===== src/rtl/cwq_pkg.sv =====
// Shared types and constants for the config word quoter.
// Used by cwq_front, cwq_queue, cwq_back and conf_word_quoter_unit.
package cwq_pkg;

  localparam int unsigned MAX_BYTES = 4;
  localparam int unsigned IDX_W     = $clog2(MAX_BYTES);

  localparam logic [7:0] CH_BSLASH = 8'h5C;
  localparam logic [7:0] CH_SQUOTE = 8'h27;
  localparam logic [7:0] CH_DQUOTE = 8'h22;
  localparam logic [7:0] CH_HASH   = 8'h23;
  localparam logic [7:0] CH_NUL    = 8'h00;
  localparam logic [7:0] CH_SPACE  = 8'h20;
  localparam logic [7:0] CH_TAB    = 8'h09;
  localparam logic [7:0] CH_CR     = 8'h0D;

  typedef struct packed {
    logic [7:0] char_in;
    logic       first_byte;
    logic       last_byte;
    logic       empty_word;
  } in_word_t;

  typedef struct packed {
    logic [7:0] byte_out;
    logic       end_of_run;
  } out_word_t;

  // Quoted bytes of one input word; last_idx marks the final one.
  typedef struct packed {
    logic [MAX_BYTES-1:0][7:0] bytes;
    logic [IDX_W-1:0]          last_idx;
  } cwq_entry_t;

  typedef struct packed {
    logic full;
    logic valid;
  } cwq_q_stat_t;

endpackage


===== src/rtl/cwq_front.sv =====
// Front end: holds the quote mode and expands one input word into 1..4 bytes.
// Depends on cwq_pkg.
module cwq_front import cwq_pkg::*; (
  input  logic       clk,
  input  logic       rst_n,
  input  in_word_t   in_word,
  input  logic       accept,
  output cwq_entry_t entry
);

  typedef enum logic [1:0] {
    MODE_UNQ = 2'd0,
    MODE_SGL = 2'd1,
    MODE_DBL = 2'd2
  } mode_t;

  mode_t mode_r, mode_nxt;

  logic [7:0] c;
  logic       is_sp;
  logic       is_esc;

  assign c      = in_word.char_in;
  assign is_sp  = (c == CH_NUL) || (c == CH_SPACE) || ((c >= CH_TAB) && (c <= CH_CR));
  assign is_esc = (c == CH_BSLASH) || (c == CH_SQUOTE) || (c == CH_DQUOTE);

  always_comb begin
    logic [MAX_BYTES-1:0][7:0] b;
    logic [IDX_W:0]            n;
    mode_t                     m;
    b = '0;
    n = '0;
    m = in_word.first_byte ? MODE_UNQ : mode_r;
    if (in_word.empty_word) begin
      b[0] = CH_SQUOTE;
      b[1] = CH_SQUOTE;
      n    = (IDX_W+1)'(2);
      m    = MODE_UNQ;
    end else begin
      case (m)
        MODE_SGL: begin
          if (is_sp || (c == CH_DQUOTE)) begin
            b[0] = c;
            n    = (IDX_W+1)'(1);
          end else if ((c == CH_BSLASH) || (c == CH_SQUOTE)) begin
            b[0] = CH_SQUOTE;
            b[1] = CH_BSLASH;
            b[2] = c;
            n    = (IDX_W+1)'(3);
            m    = MODE_UNQ;
          end else begin
            b[0] = CH_SQUOTE;
            b[1] = c;
            n    = (IDX_W+1)'(2);
            m    = MODE_UNQ;
          end
        end
        MODE_DBL: begin
          if (c == CH_BSLASH) begin
            b[0] = CH_BSLASH;
            b[1] = CH_BSLASH;
            n    = (IDX_W+1)'(2);
          end else if (c == CH_SQUOTE) begin
            b[0] = c;
            n    = (IDX_W+1)'(1);
          end else if (c == CH_DQUOTE) begin
            b[0] = CH_DQUOTE;
            b[1] = CH_BSLASH;
            b[2] = CH_DQUOTE;
            n    = (IDX_W+1)'(3);
            m    = MODE_UNQ;
          end else if (is_sp) begin
            b[0] = CH_DQUOTE;
            b[1] = CH_SQUOTE;
            b[2] = c;
            n    = (IDX_W+1)'(3);
            m    = MODE_SGL;
          end else begin
            b[0] = CH_DQUOTE;
            b[1] = c;
            n    = (IDX_W+1)'(2);
            m    = MODE_UNQ;
          end
        end
        default: begin
          if (is_esc) begin
            b[0] = CH_BSLASH;
            b[1] = c;
            n    = (IDX_W+1)'(2);
          end else if (is_sp) begin
            b[0] = CH_SQUOTE;
            b[1] = c;
            n    = (IDX_W+1)'(2);
            m    = MODE_SGL;
          end else if (in_word.first_byte && (c == CH_HASH)) begin
            b[0] = CH_DQUOTE;
            b[1] = c;
            n    = (IDX_W+1)'(2);
            m    = MODE_DBL;
          end else begin
            b[0] = c;
            n    = (IDX_W+1)'(1);
          end
        end
      endcase
      // closing quote; at most three bytes precede it
      if (in_word.last_byte) begin
        if (m == MODE_SGL) begin
          b[n[IDX_W-1:0]] = CH_SQUOTE;
          n = n + 1'b1;
        end else if (m == MODE_DBL) begin
          b[n[IDX_W-1:0]] = CH_DQUOTE;
          n = n + 1'b1;
        end
        m = MODE_UNQ;
      end
    end
    entry.bytes    = b;
    entry.last_idx = IDX_W'(n - 1'b1);
    mode_nxt       = m;
  end

  always_ff @(posedge clk) begin
    if (!rst_n) begin
      mode_r <= MODE_UNQ;
    end else if (accept) begin
      mode_r <= mode_nxt;
    end
  end

endmodule


===== src/rtl/cwq_queue.sv =====
// Short queue of expanded words between front and back ends.
// Depends on cwq_pkg.
module cwq_queue import cwq_pkg::*; #(
  parameter int unsigned DEPTH = 4
) (
  input  logic        clk,
  input  logic        rst_n,
  input  logic        push,
  input  cwq_entry_t  wr_data,
  input  logic        pop,
  output cwq_entry_t  rd_data,
  output cwq_q_stat_t stat
);

  localparam int unsigned PTR_W = $clog2(DEPTH);
  localparam int unsigned CNT_W = $clog2(DEPTH + 1);

  cwq_entry_t       mem_r [DEPTH];
  logic [PTR_W-1:0] wr_ptr_r, rd_ptr_r;
  logic [CNT_W-1:0] cnt_r;
  logic             do_push, do_pop;

  assign stat.full  = (cnt_r == CNT_W'(DEPTH));
  assign stat.valid = (cnt_r != '0);
  assign do_push    = push && !stat.full;
  assign do_pop     = pop && stat.valid;
  assign rd_data    = mem_r[rd_ptr_r];

  function automatic logic [PTR_W-1:0] ptr_inc(input logic [PTR_W-1:0] p);
    return (p == PTR_W'(DEPTH - 1)) ? '0 : p + 1'b1;
  endfunction

  always_ff @(posedge clk) begin
    if (do_push) begin
      mem_r[wr_ptr_r] <= wr_data;
    end
  end

  always_ff @(posedge clk) begin
    if (!rst_n) begin
      wr_ptr_r <= '0;
      rd_ptr_r <= '0;
      cnt_r    <= '0;
    end else begin
      if (do_push) begin
        wr_ptr_r <= ptr_inc(wr_ptr_r);
      end
      if (do_pop) begin
        rd_ptr_r <= ptr_inc(rd_ptr_r);
      end
      if (do_push && !do_pop) begin
        cnt_r <= cnt_r + 1'b1;
      end else if (do_pop && !do_push) begin
        cnt_r <= cnt_r - 1'b1;
      end
    end
  end

endmodule


===== src/rtl/cwq_back.sv =====
// Back end: holds one expanded word and hands out its bytes one per pop.
// Depends on cwq_pkg.
module cwq_back import cwq_pkg::*; (
  input  logic        clk,
  input  logic        rst_n,
  input  cwq_q_stat_t q_stat,
  input  cwq_entry_t  q_data,
  output logic        q_pop,
  output logic        empty,
  input  logic        pop,
  output out_word_t   out_word
);

  cwq_entry_t       cur_r;
  logic             cur_valid_r;
  logic [IDX_W-1:0] idx_r;
  logic             advance, finish;

  assign empty               = !cur_valid_r;
  assign out_word.byte_out   = cur_r.bytes[idx_r];
  assign out_word.end_of_run = (idx_r == cur_r.last_idx);
  assign advance             = pop && cur_valid_r;
  assign finish              = advance && out_word.end_of_run;
  assign q_pop               = q_stat.valid && (!cur_valid_r || finish);

  always_ff @(posedge clk) begin
    if (q_pop) begin
      cur_r <= q_data;
    end
  end

  always_ff @(posedge clk) begin
    if (!rst_n) begin
      cur_valid_r <= 1'b0;
      idx_r       <= '0;
    end else if (q_pop) begin
      cur_valid_r <= 1'b1;
      idx_r       <= '0;
    end else if (finish) begin
      cur_valid_r <= 1'b0;
      idx_r       <= '0;
    end else if (advance) begin
      idx_r <= idx_r + 1'b1;
    end
  end

endmodule


===== src/rtl/conf_word_quoter_unit.sv =====
// Config word quoter top level: front end, word queue, back end.
// Depends on cwq_pkg, cwq_front, cwq_queue, cwq_back.
//
//   channel  ports                     word
//   input    push, full, in_word       one byte of the word plus word marks
//   result   empty, pop, out_word      one byte of quoted text
//
// Each input word expands to 1..4 result words; the back end sends one per cycle while pop
// is held, and new input words can be pushed while earlier ones are still being sent.
// An input word is written into the queue when pushed, then loaded into the back end register, which drives out_word.
// The queue holds QUEUE_DEPTH expanded words; full rises when it is out of room.
// Synchronous active-low reset clears the quote mode, the queue and the back end.
module conf_word_quoter_unit import cwq_pkg::*; #(
  parameter int unsigned QUEUE_DEPTH = 4
) (
  input  logic      clk,
  input  logic      rst_n,
  input  logic      push,
  output logic      full,
  input  in_word_t  in_word,
  output logic      empty,
  input  logic      pop,
  output out_word_t out_word
);

  cwq_entry_t  f_entry, q_data;
  cwq_q_stat_t q_stat;
  logic        accept, q_pop;

  assign full   = q_stat.full;
  assign accept = push && !q_stat.full;

  cwq_front u_front (
    .clk     (clk),
    .rst_n   (rst_n),
    .in_word (in_word),
    .accept  (accept),
    .entry   (f_entry)
  );

  cwq_queue #(
    .DEPTH (QUEUE_DEPTH)
  ) u_queue (
    .clk     (clk),
    .rst_n   (rst_n),
    .push    (push),
    .wr_data (f_entry),
    .pop     (q_pop),
    .rd_data (q_data),
    .stat    (q_stat)
  );

  cwq_back u_back (
    .clk      (clk),
    .rst_n    (rst_n),
    .q_stat   (q_stat),
    .q_data   (q_data),
    .q_pop    (q_pop),
    .empty    (empty),
    .pop      (pop),
    .out_word (out_word)
  );

  a_full_needs_push: assert property (@(posedge clk) disable iff (!rst_n)
    $rose(full) |-> $past(push))
    else $error("full rose without a push");

  a_run_continues: assert property (@(posedge clk) disable iff (!rst_n)
    pop && !empty && !out_word.end_of_run |=> !empty)
    else $error("result stream stopped inside a run");

  a_back_loads: assert property (@(posedge clk) disable iff (!rst_n)
    q_stat.valid && empty |=> !empty)
    else $error("back end idle while queue holds a word");

endmodule


===== config.mk =====
export PLATFORM = sky130hd
export DESIGN_NAME = conf_word_quoter_unit
export DESIGN_NICKNAME = d
export VERILOG_FILES = /design/src/rtl/cwq_pkg.sv /design/src/rtl/cwq_front.sv /design/src/rtl/cwq_queue.sv /design/src/rtl/cwq_back.sv /design/src/rtl/conf_word_quoter_unit.sv
export SDC_FILE = /design/constraint.sdc
export NUM_CORES = 1
export LEC_CHECK = 0
export BUFFER_PORTS_ARGS = -buffer_cell sky130_fd_sc_hd__buf_2
export CORE_MARGIN = 4
export CORE_UTILIZATION = 26
export CTS_CLUSTER_SIZE = 16
export DETAILED_ROUTE_END_ITERATION = 8
export GPL_TIMING_DRIVEN = 0
export PLACE_DENSITY = 0.36
export SYNTH_ARGS = -nofsm -noshare
export SYNTH_HDL_FRONTEND = slang
export SYNTH_SLANG_ARGS = --single-unit

===== constraint.sdc =====
create_clock -name clk -period 8 [get_ports clk]
set_input_delay 0.8 -clock clk [delete_from_list [all_inputs] [get_ports clk]]
set_output_delay 0.8 -clock clk [all_outputs]
set_load 0.03 [all_outputs]

Word-level counts from Yosys, hierarchy flattened
Memory sizes are Yosys's and may differ from the RTL's. A register that Yosys moved wholly into a read port is not among the register bits.
Index checks and enable logic that the tools add are counted.
Widths: inputs -> output; s select.
{"block": "word_totals", "ff_bits": 12, "latch_bits": 0, "mem_bits_rw": 136, "rom_bits": 0, "input_bits": 15, "output_inout_bits": 11, "word_cells": 128, "n_memories": 1}
{"block": "classes", "addsub": 7, "multipliers": 0, "n_div": 0, "n_lt_le_gt_ge": 5, "eq_ne": 13, "shifts": 0, "n_mux": 64, "bitwise_logic": 7, "reduce_logical": 25}
{"name": "u_queue.mem_r", "depth": 4, "width": 34, "read_ports": 1, "rd_ports_with_merged_regs": 1, "write_ports": 1, "line_no": "cwq_queue.sv:18", "rtl": "cwq_entry_t mem_r [DEPTH];"}
{"operator": "$mux 16", "n": 10}
{"operator": "$mux 32", "n": 3}
{"operator": "$mux 8", "n": 10}
{"operator": "$mux 2", "n": 23}
{"operator": "$eq 8x6->1 const B", "n": 4}
{"operator": "$pmux 16 s2", "n": 1}
{"operator": "$and 18x24->24", "n": 1}
{"operator": "$mux 24", "n": 1}
{"operator": "$not 24->24", "n": 1}
{"operator": "$and 12x16->16", "n": 1}
{"operator": "$bmux 8 s2", "n": 1}
{"operator": "$demux 8 s2", "n": 1}
{"operator": "$not 16->16", "n": 1}
{"operator": "$or 12x16->16", "n": 1}
{"operator": "$pmux 8 s2", "n": 1}
{"operator": "$logic_and 1x1->1", "n": 10}
{"operator": "$mux 1", "n": 9}
{"operator": "$add 2x1->2 const B", "n": 4}
{"operator": "$eq 2x2->1 const B", "n": 4}
{"operator": "$eq 8x7->1 const B", "n": 1}
{"operator": "$ge 8x4->1 const B", "n": 1}
{"operator": "$le 8x4->1 const B", "n": 1}
{"operator": "$logic_not 8->1", "n": 1}
{"operator": "$or 6x8->8", "n": 1}
{"operator": "other kinds (16)", "n": 29}

Depth between registers and ports, before layout
{"block": "logic_depth", "ltp_word": 19, "mapped_depth": 13, "ltp_nobuf": 12}

Hierarchy
From an unflattened synthesis, not the netlist that was laid out.
{"block": "hier_totals", "cells_unflattened": 493, "hier_area_um2": 8201.6}
{"mod": "cwq_queue", "instances": 1, "cells_per_inst": 229, "area_per_inst_um2": 5436.5, "seq_area_each_um2": 4264.1}
{"mod": "cwq_back", "instances": 1, "cells_per_inst": 66, "area_per_inst_um2": 1442.6, "seq_area_each_um2": 1081.0}
{"mod": "cwq_front", "instances": 1, "cells_per_inst": 197, "area_per_inst_um2": 1308.8, "seq_area_each_um2": 40.0}
{"mod": "conf_word_quoter_unit", "instances": 1, "cells_per_inst": 1, "area_per_inst_um2": 13.8, "seq_area_each_um2": 0.0}

Worst setup path before layout
OpenSTA, ideal clock, no wires.
{"block": "synth_timing", "path_type": "input to register", "start": "in in_word[6] (netlist bit)", "end": "mem u_queue.mem_r[0][1] (netlist bit) (data pin)", "setup_ns": 0.291, "arrival_time_ns": 3.310, "required_ns": 7.709, "slack_ns": 4.399, "stages": 13, "path_buffers": 2, "cell_sequence": "buf_4 or3b_1 or4_4 buf_6 nand3_1 nor3_1 a21oi_1 inv_1 ha_1 nor2_1 and3_1 o211ai_1 o311ai_1"}
{"item": "from (decl)", "line_no": "conf_word_quoter_unit.sv:20", "rtl": "input in_word_t in_word,"}
{"item": "to (decl)", "line_no": "cwq_queue.sv:18"}

==> results.py <==
metrics = {
    "sta": {
        "rsz0062_at_grt": "false",
        "fin_crit_ns": 3.94,
        "hold_viol": 0,
        "period_share": 0.492,
        "slew_headroom": 0.175,
        "max_clock_freq_mhz": 254,
        "worstMarginPinSlew_ns": 1.24,
        "skew_ns": 0.0169,
        "setup_viol": 0,
        "slew_viol_final": 0,
        "tns_ns": 0,
    },
    "floorplanning": {
        "die_w_microns": 169,
        "num_io_pins": 26,
        "rows": 58,
        "dieArea_sq_mm": 0.0286,
        "fp.coreArea_sq_mm": 0.0253,
        "initial_core_util": 0.266,
        "die_y_microns": 169,
    },
    "synth": {
        "synth_top_area_frac": 0.624,
        "ys.warnings.count": 0,
        "synth_most_common_cell": "edfxtp_1",
        "synthArstFlopShare": 0,
        "synth.distinct_cells": 60,
        "synthFlopType": "edfxtp_1",
        "postSynthAreaPerCell_sq_um": 15.4,
        "synthTopCellsByArea": "edfxtp_1 (62%), mux4_2 (11%), dfxtp_1 (3.6%)",
        "synth_edf_count": 140,
        "synth_top_cell_by_area": "edfxtp_1",
        "yosys-top-cells-count": "edfxtp_1 (140), mux4_2 (32), nand2_1 (31)",
        "syn-cell-area_sq_mm": 0.00674,
        "synth_seq_cells": 152,
        "syn_inst": 439,
        "seq_area_frac_synth": 0.659,
    },
    "run_status": {
        "status": "finished, final reports clean",
    },
    "drt": {
        "viasPerCell": 4.73,
        "drtAntennaViolNets": 0,
        "drt-pass1-iter-count": 4,
        "vias": 3918,
        "drc": 0,
        "wl_microns": 16700,
        "avgRoutedWirePerCell_microns": 20.1,
        "drt_iter0_markers": 236,
    },
    "power_and_ir_drop": {
        "ir_drop_uv": 137,
        "p_comb_frac": 0.233,
        "internal-power_mw": 1.73,
        "switching_share": 0.301,
        "power_density_mw_per_mm2": 312,
        "pwr-share-clk": 0.316,
        "seqPwrFrac": 0.451,
        "finalPower_mw": 2.48,
        "leakagePower_nw": 2.62,
        "p_switching_mw": 0.746,
    },
    "cts": {
        "htreeDepth": 4,
        "cts_setup_buffers": 0,
        "numCtsBuffers": 17,
        "clock-sinks": 152,
        "clockRootBuffer": "clkbuf_16",
        "clk_latency_ns": 0.42,
        "clock_path_buffers": 2,
        "cts_tree": "done",
        "hold_buffers": 0,
        "ctsResizeCount": 0,
        "clk_pin_slew_worst_paths_ns": 0.06,
    },
    "global_route": {
        "antenna_found_initial": 0,
        "grt_max_degree": 30,
        "grt_usage": 0.122,
        "grt_pass1_wl_microns": 25800,
        "gr-total-overflow": 0,
        "grt_pass1_vias": 4143,
    },
    "placement": {
        "place_hpwl_microns": 11800,
        "place_congestion": 0.814,
        "portBuffers": 21,
    },
    "min_path": {
        "hp-class": "reg -> reg",
        "holdCritStartpoint": "u_back.cur_valid_r",
        "whs_endpoint": "u_back.cur_valid_r",
        "hold_depth": 2,
    },
    "critical_path": {
        "worstSetupPathType": "in -> reg",
        "worstRegToRegCells": 12,
        "crit_fanout": 10,
        "reg2reg_from": "u_front.mode_r[1]",
        "rrSetupSlack_ns": 4.29,
        "critPathLaunchType": "input port",
        "crit_required_ns": 8.14,
        "cp_data_arrival_time_ns": 4.08,
        "end_kind": "flip-flop",
        "r2r-end": "u_queue.mem_r[3][8]",
    },
    "final_layout": {
        "drive_above_1_share": 0.210,
        "fin_util": 0.313,
        "fin_nets": 514,
        "areaGrowthSynthToFinish_pct": 17.8,
        "antennaDiodeCount": 0,
    },
    "job": {
        "cap_violations": 0,
    },
}
[worst max-delay path, stage by stage]
cell,delay [ns]
buf_2,0.11
nand2b_1,0.24
inv_1,0.07
ha_1,0.33
buf_1,0.43
nand2_1,0.16
nor3_1,0.30
a31oi_1,0.14
nand2_1,0.30
inv_1,0.11
ha_1,0.31
a31o_2,0.28
nor3_1,0.50
[power groups by stage]
| stage | sequential, mW | clock [mW] | combinational (mW) |
|---|---|---|---|
| global route | 1.13 | 0.848 | 0.636 |
| global placement | 1.14 | 0 | 0.583 |
| floorplan | 1.10 | 0 | 0.415 |
| CTS | 1.12 | 0.809 | 0.600 |
| finish | 1.12 | 0.783 | 0.576 |
| detailed placement | 1.14 | 0 | 0.599 |
[routing by layer]
metal / part of all wire / track usage / up-vias / routed length, microns
li1: - / - / 1816 / -
met1: 0.46 / 0.164 / 2040 / 7670
met2: 0.51 / 0.203 / 54 / 8440
met3: 0.026 / 0.0280 / 8 / 435
met4: 0.0071 / 0.0298 / 0 / 119
met5: 0 / 0 / - / 0
[through the flow]
stage               hold WS [ns]  setup slack [ns]  instances  area [sq um]
global route               0.551              3.86        829          7940
floorplan                  0.468              4.40        442          6750
detailed placement         0.495              3.68        797          7350
finish                     0.499              4.06        829          7940
CTS                        0.504              4.12        829          7940
global placement           0.484              3.77        793          7270
[layout by cell type (no fill, tap or decap), types with 5 or more instances in the layout]
cell type | netlist | layout
nor3_1 | 9 | 9
clkbuf_16 | 0 | 17
clkbuf_1 | 13 | 13
nand2_1 | 31 | 31
buf_1 | 5 | 5
edfxtp_1 | 140 | 140
a21oi_1 | 20 | 20
o21ai_0 | 20 | 20
dfxtp_1 | 12 | 12
a21boi_0 | 7 | 7
mux4_2 | 32 | 32
a31oi_1 | 6 | 6
ha_1 | 12 | 12
nand3_1 | 11 | 11
nor2b_1 | 8 | 8
buf_2 | 0 | 21
and3_1 | 11 | 11
mux2i_1 | 5 | 5
nor2_1 | 20 | 20
inv_1 | 13 | 13
[area by class of cell]
class	instances	area, sq um
Buffer	20	86.3
Clock buffer	17	425
Clock inverter	15	160
Fill cell	2482	17400
Inverter	13	48.8
Multi-Input combinational cell	257	2180
Sequential cell	152	4440
Tap cell	330	413
Timing Repair Buffer	25	185
[registers in the layout (all words and copies together) (netlist names)]
| name | cells |
|---|---|
| u_back.idx_r | 2 |
| u_queue.rd_ptr_r | 2 |
| u_queue.cnt_r | 3 |
| u_back.cur_valid_r | 1 |
| u_back.cur_r | 28 |
| u_queue.wr_ptr_r | 2 |
| u_front.mode_r | 2 |
| u_queue.mem_r | 112 |
[how the worst max path moves through the flow]
stage / startpoint / end / slack, ns / cells after the start
floorplan: in_word[6] / u_queue.mem_r[0][1] / 4.40 / 13
global placement: in_word[4] / u_queue.mem_r[0][8] / 3.77 / 11
detailed placement: in_word[2] / u_queue.mem_r[2][8] / 3.68 / 13
CTS: in_word[2] / u_queue.mem_r[3][8] / 4.12 / 13
global route: in_word[2] / u_queue.mem_r[3][8] / 3.86 / 13
finish: in_word[2] / u_queue.mem_r[3][8] / 4.06 / 13
[logic make-up (layout without fill, tap and decap cells)]
logic type               after synthesis  count (layout)  share of synthesized area
AO/OA/AOI/OAI                         78              78                     0.0780
XOR/XNOR                               5               5                    0.00761
adder cells (fa/ha/maj)               13              13                     0.0253
buffers and inverters                 33              90                     0.0201
flip-flops                           152             152                      0.659
multiplexers                          37              37                      0.114
other                                  1               4                   0.000556
AND/OR/NAND/NOR                      120             120                     0.0947
Power figures use the tool's default switching activity.
